### src/wtms_pkg.sv
// Shared constants and command codes for the min winner tree.
`default_nettype none
package wtms_pkg;
  localparam int MAX_LEAVES_DEF = 64;
  localparam int VALUE_W = 32;
  localparam int INDEX_W = 6;
  localparam logic signed [VALUE_W-1:0] LEAF_INF = 32'sh7FFF_FFFF;
  localparam logic CMD_LOAD = 1'b0;
  localparam logic CMD_DELETE = 1'b1;
endpackage
`default_nettype wire

### src/wtms_match.sv
// Shared match unit: signed compare of two leaves, ties to the left.
`default_nettype none
module wtms_match import wtms_pkg::*; #(
  parameter int IDX_W = 6
) (
  input  wire logic [IDX_W-1:0]          idx_a,
  input  wire logic [IDX_W-1:0]          idx_b,
  input  wire logic signed [VALUE_W-1:0] val_a,
  input  wire logic signed [VALUE_W-1:0] val_b,
  output logic [IDX_W-1:0]               win
);
  assign win = (val_a <= val_b) ? idx_a : idx_b;
endmodule
`default_nettype wire

### config.mk
export PLATFORM = sky130hd
export DESIGN_NAME = wtms_match
export DESIGN_NICKNAME = d
export VERILOG_FILES = /design/src/wtms_pkg.sv /design/src/wtms_match.sv
export SDC_FILE = /design/constraint.sdc
export NUM_CORES = 1
export LEC_CHECK = 0
export BUFFER_PORTS_ARGS = -buffer_cell sky130_fd_sc_hd__buf_2
export CORE_MARGIN = 5
export CORE_UTILIZATION = 25
export DETAILED_ROUTE_END_ITERATION = 16
export GPL_TIMING_DRIVEN = 0
export PLACE_DENSITY = 0.57
export SLEW_MARGIN = 10
export SYNTH_ARGS = -nofsm -noshare
export SYNTH_HDL_FRONTEND = slang
export SYNTH_SLANG_ARGS = --single-unit
### constraint.sdc
create_clock -name vclk -period 1.8
set_input_delay 0.09 -clock vclk [all_inputs]
set_output_delay 0.09 -clock vclk [all_outputs]
set_load 0.02 [all_outputs]
Word level (Yosys, flattened, before mapping):

Index checks and enable logic that the tools add are counted.

* equal/unequal tests: 0
* shift operators: 0
* div/mod/pow operators: 0
* reduce and logical (&&, ||, !) cells: 0
* bitwise operators: 0
* $mul: 0
* add/sub/neg operators: 0
* order comparisons: 1
* mux-type cells: 1

Operator list (number)
* $le A32 B32 Y1: 1
* $mux W6: 1

* logic and storage cells: 2
* memory bits (read-only): 0
* bits in latches: 0
* memories kept: 0
* bits in writable memories: 0
* output and inout bits: 6
* flip-flop bits (word level): 0
* bits of input ports: 76

Logic depth before layout (Yosys ltp):

* depth after elaboration: 2
* depth in mapped cells: 10
* mapped depth without buffers: 9

Worst setup path before layout:

Ideal clock, no wire load.

* path type: in2out
* start point: input port val_b[18]
* end point: output port win[0]
* buffers on the path: 0
* arrival time: 1.921 ns
* required time: 1.710 ns
* cell stages on the path: 9
* path slack: -0.211 ns
* cell sequence: inv_1 -> ha_1 -> a21o_1 -> a221o_1 -> a211oi_2 -> o211ai_2 -> a21oi_1 -> a211o_1 -> o221a_1

* word-level cells in the longest chain between the ends: 2

RTL lines
* start, declared: RTL line wtms_match.sv:9 `input wire logic signed [VALUE_W-1:0] val_b,`
* $le A32 B32 Y1: RTL line wtms_match.sv:12 `assign win = (val_a <= val_b) ? idx_a : idx_b;`
* $mux W6: RTL line wtms_match.sv:12
* end, declared: RTL line wtms_match.sv:10 `output logic [IDX_W-1:0] win`

Every way passes these cells.

Final worst setup path:

* start point: input port val_b[18]
* end point: output port win[4]

Same word-level chain as after synthesis.

==> flow_metrics.tcl <==
set metrics [dict create \
    numPlacedInstances 275 \
    grt_usage 0.113 \
    setup_ws_ns -0.379 \
    critPathRequiredTime_ns 1.71 \
    grt_pass1_vias 1280 \
    die_h_um 73.9 \
    finalCritPeriodShare 1.21 \
    use_met1 0.135 \
    hpwl_um 2920 \
    synth-warning-count 0 \
    rsz0062_at_grt "yes" \
    path_cells "buf_6 -> inv_4 -> ha_4 -> a21o_1 -> a221o_1 -> a211oi_2 -> o211ai_2 -> a21oi_4 -> buf_6 -> a21oi_4 -> o221a_4 -> buf_6" \
    rows 23 \
    cp_data_arrival_time_ns 2.09 \
    grt_pass1_wl_um 5240 \
    gp_congestion 0.723 \
    n_clock_buffer 0 \
    slowest_stage "a221o_1" \
    grt_remaining_overflow 0 \
    syn_inst 143 \
    drt_iter0_drc 8 \
    violations "negative setup slack" \
    critPathBufInv 4 \
    vias 1279 \
    postSynthAreaPerCell_um2 7.13 \
    path_class "in -> out" \
    antenna_left 0 \
    powerDensity_nw_per_um2 292 \
    die_area_um2 5460 \
    finalCriticalPeriod_ns 2.18 \
    fillers 411 \
    maxSlewViolCount 0 \
    core_um2 3970 \
    critPathTopFamily "compound AO/OA/AOI/OAI gates" \
    synthTopCellsByArea "ha_1 (39%), inv_1 (13%), a21oi_1 (9.3%)" \
    drv_cap 0 \
    crit_top_cell "buf_6" \
    post-route-util 0.483 \
    endpoint_kind "output port" \
    drc 0 \
    grt_max_degree 11 \
    nets 339 \
    io_pins 82 \
    max_slew_margin 0.621 \
    synthesis.nets 251 \
    place_area_um2 1690 \
    cts_hold_buf 0 \
    hold_class "in -> out" \
    groute.layer.met2.usage 0.222 \
    drive_above_1_share 0.555 \
    flops_and_latches 0 \
    outcome "complete, but fails checks" \
    diodes 0 \
    final_cells 279 \
    ir_drop_mv 0.126 \
    synth_area_leader_cell "ha_1" \
    area.growth.synth_to_final_pct 88.2 \
    design_power_total_mw 0.560 \
    setup_violations 6 \
    dpl_worst_slack_ns -0.459 \
    worst-path-max-fanout 6 \
    numPortBuffers 82 \
    wl_per_cell_um 11.8 \
    first_pass_iters 4 \
    max_slew.worst_pin.slew_ns 0.569 \
    cp_slowest_stage_delay_ns 0.32 \
    fin_area_um2 1920 \
    synthDistinctLibCells 26 \
    busiest_layer "met2" \
    die_w_um 73.9 \
    leakage_nw 0.979 \
    hold_viol 0 \
    routed_wl_um 3300 \
    start_kind "input port" \
    fin_hold_ws_ns 0.552 \
    startpoint "val_b[18]" \
    tns_ns -2.19 \
    synth_seq_area_share 0 \
    syn_area_um2 1020 \
    grtUsageMet3 0.0150 \
    initial_core_util 0.257 \
    min-delay-start "idx_a[4]" \
    register_area_um2 0 \
    synth_top_area_share 0.393 \
    drt-vias-per-instance 4.58 \
    antenna_found_initial 0 \
    fmax_mhz 459 \
]
## area by class of cell
cell class / count / area (µm²) / share of cell area
inverters: 34 / 143 / 0.0743
well taps: 50 / 62.6 / 0.0326
multi-input cells: 106 / 1150 / 0.600
repair buffers: 86 / 536 / 0.279
plain buffers: 3 / 26.3 / 0.0137
## layer usage
layer,routed length (µm),part of all wire,vias to the layer above
met1,1270,0.39,540
met5,0,0,-
met2,1730,0.52,44
met4,0,0,0
met3,299,0.091,0
li1,-,-,695
## cells in the final DEF, fill, tap and decap left out
| cell type | count |
|---|---|
| buf_8 | 1 |
| a211o_4 | 1 |
| ha_1 | 21 |
| buf_6 | 16 |
| o21ai_0 | 2 |
| a21oi_1 | 17 |
| nor4_1 | 4 |
| nor2_1 | 8 |
| nand3_1 | 3 |
| inv_2 | 5 |
| a21oi_4 | 2 |
| inv_4 | 3 |
| a211oi_1 | 1 |
| ha_4 | 11 |
| inv_1 | 25 |
| clkbuf_1 | 1 |
| nand4_4 | 1 |
| nand2_1 | 7 |
| a2111o_1 | 1 |
| a21o_1 | 1 |
| o211ai_1 | 2 |
| nor4_4 | 2 |
| a211oi_2 | 1 |
| inv_8 | 1 |
| a221o_1 | 1 |
| a221oi_1 | 1 |
| buf_2 | 68 |
| nand4_1 | 5 |
| and2_1 | 1 |
| nor2b_1 | 1 |
| nor4_2 | 3 |
| buf_4 | 3 |
| o211ai_2 | 1 |
| and3_4 | 2 |
| o221a_4 | 6 |
## worst paths after layout
| path | cells past startpoint | to | slack [ns] |
|---|---|---|---|
| setup / recovery | 12 | win[4] | -0.38 |
| hold / removal | 3 | win[4] | 0.55 |
## synth_stat cells
library cell / count
clkbuf_1: 1
and2_1: 1
nor2b_1: 1
nor2_1: 8
o211ai_2: 1
inv_1: 34
o221a_1: 6
and3_1: 2
nand4_1: 5
nand3_1: 3
nand4_2: 1
a221oi_1: 1
a211o_1: 1
o211ai_1: 2
a21oi_1: 19
buf_2: 2
ha_1: 32
a21o_1: 1
a2111o_1: 1
a221o_1: 1
nor4_1: 8
nor4_4: 1
a211oi_1: 1
o21ai_0: 2
nand2_1: 7
a211oi_2: 1
## cells by family after synthesis
group | synth area share
AO/OA/AOI/OAI | 0.261
adder cells (fa/ha/maj) | 0.393
buffers and inverters | 0.139
AND/OR/NAND/NOR | 0.207
## power breakdown
| group | leakage (nW) | internal (mW) | switching [mW] | total, mW |
|---|---|---|---|---|
| Sequential | 0 | 0 | 0 | 0 |
| Clock | 0 | 0 | 0 | 0 |
| Combinational | 0.979 | 0.300 | 0.260 | 0.560 |
## timing repair
action	in CTS	in global routing
resized for setup	19	19
pin swaps	11	11
endpoints found under the setup margin	6	6
setup buffers	1	3
(Power assumes the default switching activity.)
